[src/sv/assert_macros.svh]
// Assertion helpers used by the RTL
`ifndef ASSERT_MACROS_SVH
`define ASSERT_MACROS_SVH

// Implication checked on every rising clock edge outside reset
`define ASSERT_IMP(label, clk, rst_n, ante, cons) \
	label: assert property (@(posedge clk) disable iff (!rst_n) (ante) |-> (cons)) \
		else $error("assertion failed");

// Next-cycle implication checked outside reset
`define ASSERT_NXT(label, clk, rst_n, ante, cons) \
	label: assert property (@(posedge clk) disable iff (!rst_n) (ante) |=> (cons)) \
		else $error("assertion failed");

`endif

[src/sv/gbf_pkg.sv]
package gbf_pkg;

	typedef enum logic [9:0] {
		ST_LOAD   = 10'b0000000001,
		ST_ROOT   = 10'b0000000010,
		ST_FETCH  = 10'b0000000100,
		ST_EDGE   = 10'b0000001000,
		ST_VISIT  = 10'b0000010000,
		ST_POP    = 10'b0000100000,
		ST_POP2   = 10'b0001000000,
		ST_COUNT  = 10'b0010000000,
		ST_EMIT   = 10'b0100000000,
		ST_CLEAR  = 10'b1000000000
	} state_t;

	localparam int unsigned MAX_VERTICES = 32;
	localparam int unsigned MAX_EDGES = 64;
	localparam int unsigned REPORT_LIMIT = 31;

endpackage

[src/sv/graph_bridge_finder_top.sv]
// Bridge finder for an undirected graph held in an on-chip edge memory.
// Channels: edge input (end_a, end_b, last_edge) with in_valid / in_stall,
// result output (bridge_edge, bridge_total, none_found, last) with
// out_valid / out_stall, and a config write channel (cfg_valid, cfg_ready,
// cfg_data) carrying vertex_count.
// Each edge is accepted without a stall while loading. The edge marked last
// starts the depth-first search; input stalls until all results of that graph
// are transferred and the marks are cleared. One fetch of the edge memory per
// cycle drives the search, each scanned edge of a visited vertex taking a
// fetch step and an edge step; then all mark positions are counted, then the
// marks are walked up to the highest reported bridge id, each result loaded
// into the output register when its mark is reached and the register is
// free, then all mark positions are cleared.
// A stalled result holds in the output register until transferred.
// Reset: vertex_count returns to 32, the edge store empties, marks clear.
module graph_bridge_finder_top (
	input  logic       clk,
	input  logic       arst_n,
	input  logic       in_valid,
	output logic       in_stall,
	input  logic [4:0] end_a,
	input  logic [4:0] end_b,
	input  logic       last_edge,
	output logic       out_valid,
	input  logic       out_stall,
	output logic [6:0] bridge_edge,
	output logic [4:0] bridge_total,
	output logic       none_found,
	output logic       last,
	input  logic       cfg_valid,
	output logic       cfg_ready,
	input  logic [5:0] cfg_data
);
	import gbf_pkg::*;
	`include "assert_macros.svh"

	localparam int VW = $clog2(MAX_VERTICES);
	localparam int EW = $clog2(MAX_EDGES);
	localparam int CW = $clog2(MAX_EDGES + 1);
	localparam int TW = $clog2(MAX_VERTICES + 1);

	state_t state_q;
	logic [5:0] vcount_q;
	logic [CW-1:0] loaded_q;
	logic [4:0] mem_a [MAX_EDGES];
	logic [4:0] mem_b [MAX_EDGES];
	logic [4:0] rd_a_q, rd_b_q;
	logic [TW-1:0] etime [MAX_VERTICES];
	logic [TW-1:0] llink [MAX_VERTICES];
	logic [MAX_VERTICES-1:0] visited_q;
	logic [MAX_EDGES:0] marks_q;
	logic [VW-1:0] stk_v [MAX_VERTICES];
	logic [CW-1:0] stk_via [MAX_VERTICES];
	logic [CW-1:0] stk_scan [MAX_VERTICES];
	logic [TW-1:0] sp_q;
	logic [TW-1:0] clock_q;
	logic [VW:0] root_q;
	logic [VW-1:0] v_q, child_q;
	logic [CW-1:0] via_q, scan_q, child_via_q, idx_q;
	logic [TW:0] n_q;
	logic [4:0] total_q, rep_q;

	// effective vertex count, clipped to the array size
	logic [TW:0] n_eff;
	always_comb begin
		if ({1'b0, vcount_q} > 7'(MAX_VERTICES)) n_eff = (TW+1)'(MAX_VERTICES);
		else n_eff = (TW+1)'(vcount_q);
	end

	assign cfg_ready = state_q == ST_LOAD;
	assign in_stall = state_q != ST_LOAD;
	logic in_xfer, out_xfer;
	assign in_xfer = in_valid && !in_stall;
	assign out_xfer = out_valid && !out_stall;

	// edge decode against the current vertex
	logic a_ok, b_ok, hit;
	logic [4:0] to_v;
	logic [CW-1:0] cur_id;
	assign a_ok = (TW+1)'(rd_a_q) < n_q;
	assign b_ok = (TW+1)'(rd_b_q) < n_q;
	always_comb begin
		hit = 1'b0;
		to_v = rd_a_q;
		if (a_ok && b_ok) begin
			if (rd_a_q == 5'(v_q)) begin
				hit = 1'b1;
				to_v = rd_b_q;
			end else if (rd_b_q == 5'(v_q)) begin
				hit = 1'b1;
				to_v = rd_a_q;
			end
		end
	end
	assign cur_id = scan_q;

	// edge memory: write on load, read for scan
	always_ff @(posedge clk) begin
		if (in_xfer && loaded_q < CW'(MAX_EDGES)) begin
			mem_a[loaded_q[EW-1:0]] <= end_a;
			mem_b[loaded_q[EW-1:0]] <= end_b;
		end
		rd_a_q <= mem_a[scan_q[EW-1:0]];
		rd_b_q <= mem_b[scan_q[EW-1:0]];
	end

	logic [VW-1:0] to_idx;
	assign to_idx = VW'(to_v);

	// follow the edge unless it is the one we arrived by; descend if unvisited and the stack has room
	logic take_edge, descend;
	assign take_edge = hit && (cur_id + 1'b1) != via_q;
	assign descend = take_edge && !visited_q[to_idx] && sp_q < TW'(MAX_VERTICES);

	// search sequencer
	always_ff @(posedge clk or negedge arst_n) begin
		if (!arst_n) begin
			state_q <= ST_LOAD;
			vcount_q <= 6'd32;
			loaded_q <= '0;
			visited_q <= '0;
			marks_q <= '0;
			sp_q <= '0;
			clock_q <= '0;
			root_q <= '0;
			out_valid <= 1'b0;
			total_q <= '0;
			rep_q <= '0;
			idx_q <= '0;
			scan_q <= '0;
		end else begin
			unique case (state_q)
				ST_LOAD: begin
					if (cfg_valid) vcount_q <= cfg_data;
					if (in_xfer) begin
						if (loaded_q < CW'(MAX_EDGES)) loaded_q <= loaded_q + 1'b1;
						if (last_edge) begin
							n_q <= n_eff;
							visited_q <= '0;
							clock_q <= '0;
							root_q <= '0;
							state_q <= ST_ROOT;
						end
					end
				end
				ST_ROOT: begin
					if ({1'b0, root_q} >= n_q) begin
						idx_q <= CW'(1);
						total_q <= '0;
						state_q <= ST_COUNT;
					end else if (visited_q[root_q[VW-1:0]]) begin
						root_q <= root_q + 1'b1;
					end else begin
						v_q <= root_q[VW-1:0];
						via_q <= '0;
						scan_q <= '0;
						sp_q <= '0;
						visited_q[root_q[VW-1:0]] <= 1'b1;
						etime[root_q[VW-1:0]] <= clock_q;
						llink[root_q[VW-1:0]] <= clock_q;
						clock_q <= clock_q + 1'b1;
						root_q <= root_q + 1'b1;
						state_q <= ST_FETCH;
					end
				end
				ST_FETCH: begin
					if (scan_q < loaded_q) state_q <= ST_EDGE;
					else if (sp_q == '0) state_q <= ST_ROOT;
					else state_q <= ST_POP;
				end
				ST_EDGE: begin
					state_q <= ST_FETCH;
					if (descend) begin
						stk_v[sp_q[VW-1:0]] <= v_q;
						stk_via[sp_q[VW-1:0]] <= via_q;
						stk_scan[sp_q[VW-1:0]] <= scan_q + 1'b1;
						sp_q <= sp_q + 1'b1;
						via_q <= cur_id + 1'b1;
						v_q <= to_idx;
						scan_q <= '0;
						visited_q[to_idx] <= 1'b1;
						etime[to_idx] <= clock_q;
						llink[to_idx] <= clock_q;
						clock_q <= clock_q + 1'b1;
					end else begin
						scan_q <= scan_q + 1'b1;
						if (take_edge && visited_q[to_idx] && etime[to_idx] < llink[v_q])
							llink[v_q] <= etime[to_idx];
					end
				end
				ST_POP: begin
					child_q <= v_q;
					child_via_q <= via_q;
					v_q <= stk_v[sp_q[VW-1:0] - 1'b1];
					via_q <= stk_via[sp_q[VW-1:0] - 1'b1];
					scan_q <= stk_scan[sp_q[VW-1:0] - 1'b1];
					sp_q <= sp_q - 1'b1;
					state_q <= ST_POP2;
				end
				ST_POP2: begin
					if (llink[child_q] < llink[v_q]) llink[v_q] <= llink[child_q];
					if (llink[child_q] > etime[v_q]) marks_q[child_via_q] <= 1'b1;
					state_q <= ST_FETCH;
				end
				ST_COUNT: begin
					if (marks_q[idx_q] && total_q != 5'(REPORT_LIMIT))
						total_q <= total_q + 1'b1;
					if (idx_q == CW'(MAX_EDGES)) begin
						idx_q <= CW'(1);
						rep_q <= '0;
						state_q <= ST_EMIT;
					end else begin
						idx_q <= idx_q + 1'b1;
					end
				end
				ST_EMIT: begin
					// load a new result once the output register is free
					if (!out_valid || out_xfer) begin
						if (total_q == '0 && rep_q == '0) begin
							bridge_edge <= '0;
							bridge_total <= '0;
							none_found <= 1'b1;
							last <= 1'b1;
							out_valid <= 1'b1;
							rep_q <= 5'd1;
						end else if (total_q == '0 || rep_q == total_q) begin
							out_valid <= 1'b0;
							idx_q <= '0;
							state_q <= ST_CLEAR;
						end else if (marks_q[idx_q]) begin
							bridge_edge <= 7'(idx_q);
							bridge_total <= total_q;
							none_found <= 1'b0;
							last <= (rep_q + 1'b1) == total_q;
							out_valid <= 1'b1;
							rep_q <= rep_q + 1'b1;
							idx_q <= idx_q + 1'b1;
						end else begin
							out_valid <= 1'b0;
							idx_q <= idx_q + 1'b1;
						end
					end
				end
				ST_CLEAR: begin
					marks_q[idx_q] <= 1'b0;
					if (idx_q == CW'(MAX_EDGES)) begin
						loaded_q <= '0;
						scan_q <= '0;
						state_q <= ST_LOAD;
					end else begin
						idx_q <= idx_q + 1'b1;
					end
				end
				default: state_q <= ST_LOAD;
			endcase
		end
	end

	`ASSERT_IMP(a_out_only_emit, clk, arst_n, out_valid, (state_q == ST_EMIT || state_q == ST_CLEAR))
	`ASSERT_IMP(a_stack_bound, clk, arst_n, 1'b1, sp_q <= TW'(MAX_VERTICES))
	`ASSERT_NXT(a_none_last, clk, arst_n, out_valid && none_found, last)
	`ASSERT_IMP(a_load_bound, clk, arst_n, 1'b1, loaded_q <= CW'(MAX_EDGES))

endmodule

[config.mk]
export PLATFORM = sky130hd
export DESIGN_NAME = graph_bridge_finder_top
export DESIGN_NICKNAME = d
export VERILOG_FILES = /design/src/sv/gbf_pkg.sv /design/src/sv/graph_bridge_finder_top.sv
export VERILOG_INCLUDE_DIRS = /design/src /design/src/sv
export SDC_FILE = /design/constraint.sdc
export NUM_CORES = 2
export LEC_CHECK = 0
export CAP_MARGIN = 20
export CORE_ASPECT_RATIO = 1.75
export CORE_UTILIZATION = 55
export DETAILED_ROUTE_END_ITERATION = 12
export DONT_BUFFER_PORTS = 1
export GPL_ROUTABILITY_DRIVEN = 0
export GPL_TIMING_DRIVEN = 0
export MAX_ROUTING_LAYER = met4
export PLACE_DENSITY = 0.72
export REMOVE_ABC_BUFFERS = 1
export SYNTH_ARGS = -nofsm -noshare
export SYNTH_HDL_FRONTEND = slang
export SYNTH_SLANG_ARGS = --single-unit
[constraint.sdc]
create_clock -name clk -period 5.35 [get_ports clk]
set_input_delay 0.535 -clock clk [delete_from_list [all_inputs] [get_ports clk]]
set_output_delay 0.535 -clock clk [all_outputs]
set_load 0.05 [all_outputs]
==> flow_metrics.tcl <==
set metrics [dict create \
    multiInputGateArea_um2 25000 \
    wl_um 207000 \
    fill_cells 9384 \
    ys_types 94 \
    combPwrFrac_pct 20.6 \
    hold_path_class "primary input to flip-flop" \
    status "finished, violations left" \
    grt_max_degree 163 \
    worstHoldStart "end_a[1]" \
    finalHoldViolCount 0 \
    layout_common_cells "1676 x edfxtp_1, 642 x mux4_2, 179 x o21ai_0" \
    htree_levels 4 \
    finalCritPeriodShare_pct 106 \
    ios 39 \
    insertion_delay_ns 0.83 \
    setup_ws_ns -0.333 \
    syn_inst 4138 \
    r2r_start "n_q[1]" \
    switchingPower_w 0.00993 \
    timing.fmax_mhz 176 \
    finalMaxSlewViolations 0 \
    syn2layout_area_growth_pct 15.3 \
    vdd_drop_max_uv 379 \
    dp_hpwl_um 126000 \
    critPathSlowestCell "mux4_2" \
    grt_pass1_vias 44893 \
    cp-end-kind "flip-flop" \
    drc 0 \
    finalSetupViolCount 396 \
    synth_area_per_cell_um2 19.2 \
    die_w_um 289 \
    antenna_left 0 \
    die_area_um2 146000 \
    cts_buffers 163 \
    swShare_pct 27.7 \
    place_ws_ns -3.15 \
    cts.reportedPaths.clkPinSlew_ns 0.07 \
    crit_path_max_fanout 8 \
    grt_antenna_before_repair 3 \
    worstPathArrival_ns 6.21 \
    yosys_warnings 0 \
    clock_sinks 1858 \
    pwr_density_cell_nw_per_um2 392 \
    wl_per_cell_um 32.8 \
    dr.pass1.iters 6 \
    ys.flop_type "edfxtp_1" \
    cellLeakagePower_nw 29.1 \
    cp_cell_sequence "inv_2 -> ha_4 -> nand2_2 -> o21ai_4 -> a41oi_4 -> buf_12 -> buf_6 -> a21bo_4 -> nand2_8 -> mux4_2 -> mux2i_4 -> o211ai_1 -> and3_4 -> ha_4 -> a21o_1 -> a21o_1 -> a21oi_2 -> nand3_2 -> o31a_4 -> nor2_4 -> buf_4 -> clkbuf_16 -> mux2_4" \
    rrSetupSlack_ns -0.33 \
    crit_path_max_incr_delay_ns 0.55 \
    chipHeight_um 505 \
    worstSetupPathType "flip-flop to flip-flop" \
    grt_setup_unrepaired "true" \
    core_area_um2 143000 \
    grt_pass1_wl_um 301000 \
    synth_seq_cells 1858 \
    violations "setup timing" \
    port_buffers 0 \
    startpoint "n_q[1]" \
    power.total_w 0.0358 \
    dr.first_iter.drc_count 5086 \
    start_kind "flip-flop" \
    synth.cell_area_um2 79400 \
    maxCapViolCount 0 \
    path_buf_inv 5 \
    final_common_cell "edfxtp_1" \
    internal_power_w 0.0259 \
    yosysSeqAreaShare_pct 69.0 \
    postPlaceCellArea_um2 82700 \
    crit_required_ns 5.88 \
    worst_pin_slew_ns 1.18 \
    vias 43378 \
    regArea_um2 54800 \
    cts_tree "yes" \
    period_minus_slack_ns 5.68 \
    overflow 0 \
    grt.total_usage_pct 29.7 \
    initial_core_util_pct 55.4 \
    crit_family "compound AO/OA/AOI/OAI gates" \
    viasPerCell 6.86 \
    final_area_um2 91500 \
    cts_buffer_depth 3 \
    synth_enable_flop_cells 1676 \
    clockRootBuffer "clkbuf_16" \
    maxSlewHeadroom_pct 21.2 \
    rows 184 \
    drive_above_1_share_pct 31.4 \
    seqPwrFrac_pct 46.3 \
    synthArstFlopShare_pct 8.72 \
    p_clk_share_pct 33.1 \
    clock_skew_ns 0.0730 \
    nets 4411 \
]
-- per-layer routing --
metal / wire length (um) / global-route usage [%]
met2: 108000 / 48.8
met3: 14500 / 4.47
met1: 69200 / 33.7
met5: 0 / -
met4: 15500 / 19.2
-- power by group through the flow --
stage	sequential (W)	clock (W)	combinational, W
global route	0.0166	0.0125	0.00767
detailed placement	0.0169	0	0.00648
global placement	0.0174	0	0.00518
CTS	0.0166	0.0119	0.00717
floorplan	0.0172	0	0.00456
finish	0.0166	0.0119	0.00739
-- path summary, 6_finish.rpt --
check                      cells after the start            to
min reg2reg                                    2     flip-flop
max                                           23   llink[6][2]
max in group asynchronous                      2       sp_q[0]
min in group asynchronous                      2   vcount_q[1]
min                                            1  mem_a[58][1]
max reg2reg                                   23   llink[6][2]
-- per-stage QoR --
stage          hold WS [ns]  util, %  cells  setup TNS, ns
2_1_floorplan         0.239        -   3891       -7491.92
3_3_place_gp          0.256     56.3   5751              -
3_5_place_dp          0.277     57.6   5833       -2236.10
4_1_cts              0.0262     63.3   6279         -53.04
5_1_grt              0.0549     63.8   6326         -93.61
6_report             0.0557     63.8   6326         -96.94
-- what timing repair did --
item,in CTS,in global routing
gates resized for setup,222,41
gates cloned,30,2
pin swaps,56,28
buffers inserted,98,31
hold endpoints to repair,810,0
endpoints found under the setup margin,1834,699
hold buffers,21,0
-- worst reg2reg max path: cells and delay by family (launching register included) --
kind | cells | cell delay [ns]
AOI/OAI and AO/OA | 8 | 1.78
muxes | 3 | 1.17
buffers and inverters | 5 | 0.75
and+or+nand+nor | 5 | 0.74
adders and majority gates | 2 | 0.50
DFF | 1 | 0.49
-- kinds of logic (layout without fill, tap and decap cells) --
logic type	after synthesis	count (layout)	share of synthesized area (%)
buffers and inverters	295	590	1.54
XOR/XNOR	43	43	0.484
other	0	3	0
AO/OA/AOI/OAI	471	473	4.09
AND/OR/NAND/NOR	663	670	4.22
adder cells (fa/ha/maj)	59	59	0.939
multiplexers	749	770	19.7
flip-flops	1858	1858	69.0
-- state kept, by name, summed over array words and instances, names as in the netlist, 9 cells and up, named ones only --
signal     cells
llink        192
stk_via      224
visited_q     32
stk_scan     224
mem_a        320
marks_q       65
state_q        9
mem_b        320
etime        192
stk_v        160
-- final cells by class --
cell class,count,area share (%)
Multi-Input combinational cell,2015,27.3
Inverter,48,0.206
Antenna cell,3,0.00820
Clock inverter,93,1.09
Sequential cell,1858,59.9
Timing Repair Buffer,244,4.20
Tap cell,1860,2.54
Clock buffer,205,4.73
-- cells in the mapped netlist, types with 26 or more instances --
master / number / area, um2
edfxtp_1: 1676 / 50300
mux4_2: 642 / 14500
nor2_1: 214 / 803
o21ai_0: 179 / 896
dfrtp_1: 160 / 4000
clkbuf_1: 152 / 571
nand2_1: 139 / 522
nand3_1: 65 / 325
mux2i_1: 61 / 611
ha_1: 58 / 726
buf_1: 57 / 214
inv_1: 44 / 165
nand4_1: 38 / 238
o31ai_1: 35 / 263
a32oi_1: 32 / 280
mux2_2: 30 / 338
nand2b_1: 27 / 169
nor3_1: 26 / 130
(Power assumes the default switching activity.)
